==> config.mk <==
export PLATFORM = sky130hd
export DESIGN_NAME = kwm_div
export DESIGN_NICKNAME = d
export VERILOG_FILES = /design/src/rtl/knn_weighted_row_mean_unit_macros.svh /design/src/rtl/kwm_pkg.sv /design/src/rtl/kwm_div.sv
export SDC_FILE = /design/constraint.sdc
export NUM_CORES = 1
export LEC_CHECK = 0
export BUFFER_PORTS_ARGS = -buffer_cell sky130_fd_sc_hd__buf_2
export CELL_PAD_IN_SITES_DETAIL_PLACEMENT = 1
export CELL_PAD_IN_SITES_GLOBAL_PLACEMENT = 2
export CORE_ASPECT_RATIO = 0.6
export CORE_UTILIZATION = 40
export DETAILED_ROUTE_END_ITERATION = 10
export GPL_TIMING_DRIVEN = 0
export PLACE_DENSITY = 0.93
export SYNTH_ARGS = -nofsm -noshare
export SYNTH_HDL_FRONTEND = slang
export SYNTH_SLANG_ARGS = --single-unit
export TNS_END_PERCENT = 10
==> constraint.sdc <==
create_clock -name clk -period 8.6 [get_ports clk]
set_input_delay 0.43 -clock clk [delete_from_list [all_inputs] [get_ports clk]]
set_output_delay 0.43 -clock clk [all_outputs]
set_load 0.005 [all_outputs]
==> src/rtl/knn_weighted_row_mean_unit_macros.svh <==
// assertion helpers for the smoothing unit
`ifndef KNN_WEIGHTED_ROW_MEAN_UNIT_MACROS_SVH
`define KNN_WEIGHTED_ROW_MEAN_UNIT_MACROS_SVH

`define KWM_ASSERT_IMPL(label, clk, rst, ante, cons) \
  label: assert property (@(posedge clk) disable iff (rst) (ante) |-> (cons)) \
    else $error("assertion failed");

`define KWM_ASSERT_NEXT(label, clk, rst, ante, cons) \
  label: assert property (@(posedge clk) disable iff (rst) (ante) |=> (cons)) \
    else $error("assertion failed");

`endif

==> src/rtl/kwm_pkg.sv <==
`default_nettype none
package kwm_pkg;
  localparam int CELLS = 1024;
  localparam int GENES = 32;
  localparam int CELL_W = 10;
  localparam int GENE_W = 5;
  localparam int GCNT_W = 6;
  localparam int ADDR_W = CELL_W + GENE_W;
  localparam int ACC_W = 56;
  localparam int TOT_W = 24;
  localparam int W_W = 18;
  localparam logic [W_W-1:0] WEIGHT_ONE = 18'd65536;
  localparam logic [W_W-1:0] WEIGHT_MAX = 18'd131072;
  localparam logic [1:0] REG_WEIGHT_EN = 2'd0;
  localparam logic [1:0] REG_CELLS = 2'd1;
  localparam logic [1:0] REG_GENES = 2'd2;

  typedef struct packed {
    logic start;
    logic [ACC_W-1:0] num;
    logic [TOT_W-1:0] den;
  } div_req_t;
endpackage
`default_nettype wire

==> src/rtl/kwm_div.sv <==
`default_nettype none
// restoring divider, one quotient bit per cycle, saturated to 32 bits
module kwm_div (
  input  wire logic              clk,
  input  wire logic              rst,
  input  wire kwm_pkg::div_req_t req,
  output logic                   busy,
  output logic                   done,
  output logic [31:0]            quot
);
  localparam int N = kwm_pkg::ACC_W;
  logic [N-1:0] q;
  logic [kwm_pkg::TOT_W:0] rem;
  logic [kwm_pkg::TOT_W-1:0] den;
  logic [5:0] cnt;
  logic [kwm_pkg::TOT_W:0] trial;
  logic [kwm_pkg::TOT_W:0] shifted;
  logic zero;

  assign shifted = {rem[kwm_pkg::TOT_W-1:0], q[N-1]};
  assign trial = shifted - {1'b0, den};

  always_ff @(posedge clk) begin
    if (rst) begin
      busy <= 1'b0;
      done <= 1'b0;
    end else begin
      done <= 1'b0;
      if (req.start) begin
        busy <= 1'b1;
        q <= req.num;
        den <= req.den;
        rem <= '0;
        cnt <= 6'(N - 1);
        zero <= (req.den == '0);
      end else if (busy) begin
        if (!trial[kwm_pkg::TOT_W]) begin
          rem <= trial;
          q <= {q[N-2:0], 1'b1};
        end else begin
          rem <= shifted;
          q <= {q[N-2:0], 1'b0};
        end
        if (cnt == '0) begin
          busy <= 1'b0;
          done <= 1'b1;
        end
        cnt <= cnt - 6'd1;
      end
    end
  end

  assign quot = zero ? 32'd0 : ((|q[N-1:32]) ? 32'hFFFF_FFFF : q[31:0]);
endmodule
`default_nettype wire
==> results of run 1 <==
==> final timing paths <==
check	from	to	slack, ps	cells after the start
min reg2reg	busy	done	550	1
min	req[7]	den[7]	210	1
max reg2reg	q[55]	rem[14]	5100	14
max	q[55]	rem[14]	5100	14
==> cells by family after synthesis <==
family	Yosys count
AO/OA/AOI/OAI	87
XOR/XNOR	22
adder cells (fa/ha/maj)	27
buffers and inverters	57
flip-flops	113
multiplexers	76
AND/OR/NAND/NOR	167
==> flip-flops by register name (all words and copies together), names as in the netlist <==
register,flops
busy,1
cnt,6
den,24
done,1
q,56
rem,24
zero,1
==> per-layer routing <==
layer  GRT usage [%]  share of wire (%)  vias up
met1           31.85                 48     2401
li1                -                  -     2314
met2           33.79                 46      123
met5               0                  0        -
met4           7.904                1.4        0
met3           3.920                4.8       21
==> synth_stat cells (3+ instances only) <==
library cell,instances
nand2_1,20
nor3_1,38
o211ai_1,3
o21bai_1,3
a21o_1,11
ha_1,26
inv_1,32
mux2i_1,19
o21ai_0,16
nand2b_1,6
nor4_1,12
clkbuf_1,17
nor2_1,74
and4_1,3
and3_1,3
mux2_2,56
buf_1,3
xnor2_1,15
nor2b_1,3
nand4_1,4
edfxtp_1,111
buf_2,3
a21oi_1,25
a31oi_1,5
xor2_1,7
a211oi_1,6
==> through the flow <==
stage,worst slack (ps),hold WS (ps)
5_1_grt,4932,201.8
2_1_floorplan,3367,495.1
3_5_place_dp,5169,526.3
4_1_cts,5149,197.9
3_3_place_gp,1139,533.9
6_report,5104,207.4
==> placed cells by master (no fill, tap or decap), types with 3 or more instances in the layout <==
| cell type | count |
|---|---|
| buf_1 | 3 |
| nand4_1 | 4 |
| xor2_1 | 7 |
| inv_1 | 32 |
| mux2_2 | 56 |
| and3_1 | 3 |
| and4_1 | 3 |
| clkbuf_1 | 17 |
| a31oi_1 | 5 |
| clkinv_2 | 3 |
| o21ai_0 | 16 |
| nor4_1 | 12 |
| a211oi_1 | 6 |
| bufinv_16 | 4 |
| clkbuf_16 | 17 |
| nor2_1 | 72 |
| nand2_1 | 20 |
| edfxtp_1 | 111 |
| o211ai_1 | 3 |
| ha_1 | 26 |
| a21o_1 | 11 |
| buf_2 | 118 |
| xnor2_1 | 15 |
| nor3_1 | 38 |
| nor2b_1 | 3 |
| a21oi_1 | 25 |
| clkinvlp_4 | 3 |
| o21bai_1 | 3 |
| mux2i_1 | 19 |
| nand2b_1 | 6 |
==> cell type report <==
type	instances	area, um^2
Antenna cell	1	2.502
Buffer	25	116.4
Clock buffer	17	425.4
Clock inverter	14	187.7
Fill cell	1715	7540
Inverter	32	120.1
Multi-Input combinational cell	379	2730
Sequential cell	113	3373
Tap cell	203	254.0
Timing Repair Buffer	119	665.6
==> report_power, final <==
group	internal, W	switching [W]	total, W
Combinational	0.000157	0.000198	0.000356
Clock	0.000482	0.000265	0.000747
Sequential	0.000662	0.0000229	0.000685
Total	0.00130	0.000486	0.00179
==> results.md, run 1 <==
- Largest family of logic cells by synthesized area: multiplexers
- Die outline height: 99.44 um
- Pins over their slew limit: 0
- Initial Util: 41.06%
- CP Max Fanout: 10
- Syn-to-layout area delta: 24.41%
- Syn nets: 659
- Share of cells above drive strength 1: 31.19%
- Finish-stage setup viols: 0
- # clock sinks: 113
- Vias in the first global route: 5133
- Slew HR: 41.93%
- Initial antenna violation count: 1
- CP Capture Type: flip-flop
- Vias: 4859
- Synth Flop Type: edfxtp_1
- # DRC: 0
- CTS Buffer Depth: 2
- Register area share after synthesis: 53.29%
- HPWL Detailed: 13.17 mm
- CP Launch Type: flip-flop
- Max IR drop VDD: 0.0001466 V
- Largest net degree at the start of global routing: 27
- CP Class: flip-flop to flip-flop
- Least-Margin Pin Slew: 870.2 ps
- Postcts setup bufs: 0
- H-tree levels: 4
- GPL Wtd Cong: 0.8183
- Clk Latency, worst-skew pair: 410 ps
- Post-Synth Adder-Cell Area: 5.456%
- Drt pass-1 iters: 4
- Critical path buffers and inverters: 3
- Die W: 164.4 um
- Critical Path Slowest Stage Cell: fa_1
- I/O pin count: 117
- Most frequent CP cell: a21oi_2
- Finished Layout Cells: 903
- Full die area: 0.01635 mm^2
- EDFF count, synth: 111
- CTS resizes: 0
- Synth top area share: 52.66%
- Mapped cell area: 0.006330 mm^2
- Nets: 797
- GRT overflow: 0
- CTS Root Cell: clkbuf_16
- Hold Violations, Final: 0
- CP peak stage delay: 410 ps
- Final period util: 40.66%
- Core Region: 0.01541 mm^2
- Status: completed
- Iter 0 DRT Violations: 239
- Final Critical Period: 3496 ps
- Number of buffers created by CTS: 17
- #FFs+latches synth: 113
- Hold Path Class: input port to flip-flop
- Number of max-cap violations: 0
- Max Clk Rate: 286.0 MHz
- RSZ-0062 raised after global routing: no
- Post-CTS Hold Buffers: 0
- Synth Area in Compound Gates: 9.152%
- Design Area, Final: 0.007875 mm^2
- Post-Synth XOR/XNOR Area: 3.044%
- Cell variety after synth: 48
- Clock Skews: 13.83 ps
- Placed cell count: 871
- Static Leak: 3.197 nW
- Area contributors post-synth: edfxtp_1 (53%), mux2_2 (10%), ha_1 (5.1%), nor2_1 (4.4%), mux2i_1 (3.0%)
- Vias per cell: 5.381
- Port Buffer Count: 115
- Asr flop ratio synth: 0%
- P per Cell Area: 227.0 mW/mm^2
- Antenna Nets Post-Route: 0
- CTS tree: yes
- Tot GR Track Use: 22.22%
- Syn Inst Count: 549
- Post-synthesis simple-gate area fraction: 12.18%
- Worst-path cell chain: inv_1, ha_1, fa_1, nand2b_1, a21oi_2, o21ai_2, a21oi_2, o21ai_4, a2111o_1, o311ai_2, buf_6, buf_8, mux2i_1, nor2_1
- Clock transition at the registers of the reported paths: 60 ps
- Total wire length: 17.60 mm
- Layout Utilization: 51.09%
- Critical path's top delay family: compound AO/OA/AOI/OAI gates
- Final TNS setup: 0 ps
- Yosys top cell by area: edfxtp_1
- Placed inst area: 0.007259 mm^2
- Syn Area/Cell: 11.53 um^2
- Wire per inst: 19.49 um
- Num rows: 35
- Crit path arrival time: 3630 ps
- First-pass GRT wire length: 27.53 mm
- Yosys warnings: 0
- Total power: 0.001788 W
- Post-synthesis mux area share: 13.14%
- CP required: 8730 ps
Power figures use the tool's default switching activity.
==> run 2: changes to the inputs <==
Settings changed: CORE_UTILIZATION 40 to 33, PLACE_DENSITY 0.93 to 0.83.
Clock period 8.6 ns to 3 ns, I/O delays scaled along.
==> results.md, run 2 (synthesis gave the netlist of run 1 again) <==
- Status: complete, but fails checks (was completed)
- Failing checks: negative setup slack
- Syn-to-layout area delta: 31.21% (was 24.41%)
- Crit path arrival time: 3280 ps (was 3630 ps)
- HPWL Detailed: 13.53 mm (was 13.17 mm)
- Num rows: 38 (was 35)
- Share of cells above drive strength 1: 31.70% (was 31.19%)
- Vias: 5013 (was 4859)
- H-tree levels: 4 (unchanged)
- CTS tree: yes (unchanged)
- CP Launch Type: flip-flop (unchanged)
- Drt pass-1 iters: 4 (unchanged)
- Max reg flops: 56 (unchanged)
- Tot GR Track Use: 19.27% (was 22.22%)
- Slew HR: 49.31% (was 41.93%)
- CP Capture Type: flip-flop (unchanged)
- Path depth of the worst reg2reg path: 14 (unchanged)
- I/O pin count: 117 (unchanged)
- Final TNS setup: -1478 ps (was 0 ps)
- Top reg by flops: q (unchanged)
- Clock Skews: 7.085 ps (was 13.83 ps)
- Pins over their slew limit: 0 (unchanged)
- Hold Violations, Final: 0 (unchanged)
- Max Clk Rate: 321.2 MHz (was 286.0 MHz)
- Placed cell count: 908 (was 871)
- GPL Wtd Cong: 0.8530 (was 0.8183)
- Largest net degree at the start of global routing: 27 (unchanged)
- RSZ-0062 raised after global routing: yes (was no)
- ANT cells: 0 (was 1)
- Number of buffers created by CTS: 17 (unchanged)
- Die W: 180.8 um (was 164.4 um)
- Hold Path Class: input port to flip-flop (unchanged)
- Total power: 0.005235 W (was 0.001788 W)
- Port Buffer Count: 115 (unchanged)
- Leading cell type in the layout, fill and taps excluded: buf_2 (unchanged)
- Fillers: 1999 (was 1715)
- Die outline height: 109.3 um (was 99.44 um)
- Most frequent cells in the layout: buf_2 (117), edfxtp_1 (111), nor2_1 (72) (was buf_2 (118), edfxtp_1 (111), nor2_1 (72))
- CTS Buffer Depth: 2 (unchanged)
- First-pass GRT wire length: 28.82 mm (was 27.53 mm)
- Initial antenna violation count: 0 (was 1)
- Vias per cell: 5.142 (was 5.381)
- Antenna Nets Post-Route: 0 (unchanged)
- Clk Latency, worst-skew pair: 430 ps (was 410 ps)
- Wire per inst: 18.99 um (was 19.49 um)
- Number of max-cap violations: 0 (unchanged)
- Clock transition at the registers of the reported paths: 60 ps (about the same)
- Finished Layout Cells: 975 (was 903)
- Max IR drop VDD: 0.0003794 V (was 0.0001466 V)
- P per Cell Area: 630.3 mW/mm^2 (was 227.0 mW/mm^2)
- # clock sinks: 113 (unchanged)
- Core Region: 0.01840 mm^2 (was 0.01541 mm^2)
- Initial Util: 34.40% (was 41.06%)
- CTS Root Cell: clkbuf_16 (unchanged)
- Hold Startpoint: req[69] (was req[7])
- GRT overflow: 0 (unchanged)
- Hold EP: q[45] (was den[7])
- Hold Path Cell Cnt: 2 (was 1)
- CP required: 3170 ps (was 8730 ps)
- CP Class: flip-flop to flip-flop (unchanged)
- Final period util: 103.8% (was 40.66%)
- R2r setup slk: -110 ps (was 5100 ps)
- Iter 0 DRT Violations: 262 (was 239)
- CP Max Fanout: 7 (was 10)
- Total wire length: 18.52 mm (was 17.60 mm)
- Reg2reg end: rem[4] (was rem[14])
- Final WS setup: -112.9 ps (was 5104 ps)
- # DRC: 0 (unchanged)
- FF-to-FF Start: q[55] (unchanged)
- Post-place setup slack: -446.6 ps (was 5169 ps)
- Finish-stage setup viols: 22 (was 0)
- Layout Utilization: 45.14% (was 51.09%)
- Final Critical Period: 3113 ps (was 3496 ps)
- Least-Margin Pin Slew: 753.4 ps (was 870.2 ps)
- Register Area: 0.003373 mm^2 (unchanged)
- Nets: 832 (was 797)
- Full die area: 0.01976 mm^2 (was 0.01635 mm^2)
- Largest regs: q x56, den x24, rem x24 (unchanged)
- Static Leak: 3.351 nW (was 3.197 nW)
- Multi-input logic area: 0.002778 mm^2 (was 0.002730 mm^2)
- Vias in the first global route: 5270 (was 5133)
[run 2: cell types whose count changed in the layout (fill, tap and decap cells not counted), sizes merged]
cell / delta
bufinv: -1
buf: +9
clkbuf: +2
dlygate4sd3: +25
clkinvlp: +2
inv: +1
clkinv: -2
diode: -1
[run 2: layout make-up]
| class | instances | share of cell area, % |
|---|---|---|
| inverter | 32 | 1.446 |
| tap | 240 | 3.616 |
| clock inverter | 14 | 2.169 |
| clock buffer | 18 | 5.167 |
| buffer | 25 | 1.491 |
| timing repair buffer | 154 | 12.05 |
| multi-input combinational | 379 | 33.44 |
| sequential | 113 | 40.61 |
[run 2: through the flow]
step | hold WS [ps] | cell area (um^2)
after floorplan | 228.0 | 6337
after global placement | 343.1 | 7213
after detailed placement | 347.0 | 7298
after CTS | 2.989 | 8223
after global routing | 12.11 | 8305
final | 17.42 | 8305
[run 2: worst max-delay path: stages (launching register included)]
cell and delay [ps]:
edfxtp_1 370, inv_1 50, ha_2 180, fa_2 350, nand2b_4 170, a21oi_4 200, o21ai_4 100, a21oi_4 180
o21ai_4 100, a2111o_1 420, o311ai_4 110, buf_6 200, buf_4 160, mux2i_1 200, nor2_1 60
[run 2: worst max path at each step]
stage	start	endpoint	slack (ps)
floorplan	q[55]	rem[15]	30
global placement	req[80]	q[41]	-640
detailed placement	q[55]	rem[7]	-450
CTS	q[55]	rem[11]	-150
global route	q[55]	rem[23]	-240
finish	q[55]	rem[4]	-110
[run 2: layer usage]
| metal | share of wire [%] | track usage, % | vias up | routed length [um] |
|---|---|---|---|---|
| li1 | - | - | 2380 | - |
| met1 | 50 | 27.34 | 2524 | 9317 |
| met2 | 44 | 29.37 | 92 | 8215 |
| met3 | 4.0 | 3.474 | 17 | 743 |
| met4 | 1.3 | 7.082 | 0 | 239 |
| met5 | 0 | 0 | - | 0 |
[run 2: where the power goes]
part / switching (W) / leakage, nW / internal, W
clock: 0.000829 / 0.280 / 0.00131
sequential: 0.0000635 / 1.07 / 0.00190
combinational: 0.000603 / 2.00 / 0.000526
total: 0.00150 / 3.35 / 0.00374
[run 2: timing repair]
item / 4_1_cts / 5_1_grt
hold endpoints to repair: 25 / 0
endpoints found under the setup margin: 25 / 25
pin swaps: 2 / 1
cloned: 0 / 1
buffers inserted: 5 / 4
hold buffers: 25 / 0
resized for setup: 6 / 4
==> run 3: changes to the inputs <==
Settings changed: CAP_MARGIN set to 20, CTS_CLUSTER_SIZE set to 25, MAX_ROUTING_LAYER set to met4.
==> results.md, run 3 (synthesis gave the netlist of run 1 again) <==
- Vias in the first global route: 5271 (was 5270)
- CTS Buffer Depth: 2 (unchanged)
- Iter 0 DRT Violations: 305 (was 262)
- Final Critical Period: 3115 ps (was 3113 ps)
- Finished Layout Cells: 975 (unchanged)
- Multi-input logic area: 0.002778 mm^2 (unchanged)
- Number of max-cap violations: 0 (unchanged)
- Placed cell count: 908 (unchanged)
- ANT cells: 0 (unchanged)
- Layout Utilization: 45.14% (unchanged)
- Top reg by flops: q (unchanged)
- Slew HR: 49.56% (was 49.31%)
- Register Area: 0.003373 mm^2 (unchanged)
- Tot GR Track Use: 19.90% (was 19.27%)
- Clock Skews: 6.857 ps (was 7.085 ps)
- Port Buffer Count: 115 (unchanged)
- Final WS setup: -115.0 ps (was -112.9 ps)
- Full die area: 0.01976 mm^2 (unchanged)
- Wire per inst: 19.04 um (was 18.99 um)
- Status: complete, but fails checks (unchanged)
- Critical Path Slowest Stage Cell: a2111o_1 (unchanged)
- CP required: 3170 ps (about the same)
- Initial Util: 34.40% (unchanged)
- Drt pass-1 iters: 4 (unchanged)
- Total wire length: 18.57 mm (was 18.52 mm)
- Hold Path Class: input port to flip-flop (unchanged)
- Number of buffers created by CTS: 17 (unchanged)
- Leading cell type in the layout, fill and taps excluded: buf_2 (unchanged)
- Nets: 832 (unchanged)
- Most frequent cells in the layout: buf_2 (117), edfxtp_1 (111), nor2_1 (72) (unchanged)
- GRT overflow: 0 (unchanged)
- Clk Latency, worst-skew pair: 440 ps (was 430 ps)
- Finish-stage setup viols: 22 (unchanged)
- CP Class: flip-flop to flip-flop (unchanged)
- CTS Root Cell: clkbuf_16 (unchanged)
- RSZ-0062 raised after global routing: yes (unchanged)
- Antenna Nets Post-Route: 0 (unchanged)
- Die W: 180.8 um (unchanged)
- I/O pin count: 117 (unchanged)
- Num rows: 38 (unchanged)
- CP Max Fanout: 7 (unchanged)
- Die outline height: 109.3 um (unchanged)
- Worst-path cell chain: inv_1, ha_2, fa_2, nand2b_4, a21oi_4, o21ai_4, a21oi_4, o21ai_4, a2111o_1, o311ai_4, buf_6, buf_4, mux2i_1, nor2_1 (unchanged)
- Failing checks: negative setup slack (unchanged)
- Least-Margin Pin Slew: 749.7 ps (was 753.4 ps)
- Max reg flops: 56 (unchanged)
- Max IR drop VDD: 0.0003860 V (was 0.0003794 V)
- Static Leak: 3.351 nW (unchanged)
- # clock sinks: 113 (unchanged)
- Vias per cell: 5.139 (was 5.142)
- First-pass GRT wire length: 28.80 mm (was 28.82 mm)
- CTS tree: yes (unchanged)
- Largest net degree at the start of global routing: 27 (unchanged)
- Pins over their slew limit: 0 (unchanged)
- CP Launch Type: flip-flop (unchanged)
- P per Cell Area: 631.0 mW/mm^2 (was 630.3 mW/mm^2)
- Core Region: 0.01840 mm^2 (unchanged)
- Vias: 5011 (was 5013)
- Critical path buffers and inverters: 3 (unchanged)
- Largest regs: q x56, den x24, rem x24 (unchanged)
- Hold Violations, Final: 0 (unchanged)
- CP peak stage delay: 420 ps (about the same)
- H-tree levels: 4 (unchanged)
- CP Capture Type: flip-flop (unchanged)
- Share of cells above drive strength 1: 31.70% (unchanged)
- HPWL Detailed: 13.53 mm (unchanged)
- # DRC: 0 (unchanged)
- Max Clk Rate: 321.0 MHz (was 321.2 MHz)
- Initial antenna violation count: 0 (unchanged)
- Syn-to-layout area delta: 31.21% (unchanged)
- Critical path's top delay family: compound AO/OA/AOI/OAI gates (unchanged)
- Clock transition at the registers of the reported paths: 60 ps (about the same)
- Final period util: 103.8% (about the same)
- Crit path arrival time: 3290 ps (was 3280 ps)
- GPL Wtd Cong: 0.8666 (was 0.8530)
- Fillers: 1998 (was 1999)
-- run 3: power breakdown --
part,internal [W],switching [W]
registers,0.00190,0.0000636
clock network,0.00131,0.000835
logic,0.000526,0.000604
-- run 3: worst reg2reg max path, delay by kind of cell (launching register included) --
| kind | cells | cell delay [ps] |
|---|---|---|
| compound gates | 6 | 1110 |
| buf+inv | 3 | 420 |
| flops | 1 | 370 |
| fa+ha+maj | 2 | 530 |
| simple gates | 2 | 230 |
| mux | 1 | 200 |
-- run 3: layout make-up --
cell class	instances	share of cell area (%)
buffer	25	1.491
clock inverter	14	2.169
tap	240	3.616
sequential	113	40.61
inverter	32	1.446
timing repair buffer	154	12.05
multi-input combinational	379	33.44
clock buffer	18	5.167
-- run 3: metrics by stage --
step | hold WS (ps) | total power, W | cell area, um^2 | worst slack (ps) | setup TNS [ps]
2_1_floorplan | 228.0 | 0.002681 | 6337 | 29.23 | 0
3_3_place_gp | 343.1 | 0.002938 | 7213 | -636.2 | -62820
3_5_place_dp | 347.0 | 0.003002 | 7298 | -446.6 | -8771
4_1_cts | 2.989 | 0.005225 | 8223 | -152.8 | -2622
5_1_grt | 9.601 | 0.005461 | 8305 | -248.3 | -4699
6_report | 12.26 | 0.005241 | 8305 | -115.0 | -1565
-- run 3: what timing repair did --
item / CTS / global route
hold buffers: 25 / 0
pin swaps: 2 / 1
endpoints found under the setup margin: 25 / 25
setup buffers: 5 / 4
gates resized for setup: 6 / 4
hold endpoints to repair: 25 / 0
gates cloned: 0 / 1
-- run 3: worst paths after layout --
check                from  slack [ps]      to  depth (start not counted)
setup reg to reg    q[55]        -110  rem[4]                         14
hold / removal    req[42]          10   q[18]                          2
hold reg to reg      busy         530    done                          1
setup / recovery    q[55]        -110  rem[4]                         14
-- run 3: per-layer routing --
metal | global-route usage [%] | routed length [um] | vias to the layer above | share of wire [%]
li1 | - | - | 2378 | -
met1 | 27.36 | 9472 | 2523 | 51
met2 | 29.37 | 8189 | 88 | 44
met3 | 3.908 | 623 | 22 | 3.4
met4 | 6.532 | 281 | 0 | 1.5
met5 | - | 0 | - | 0
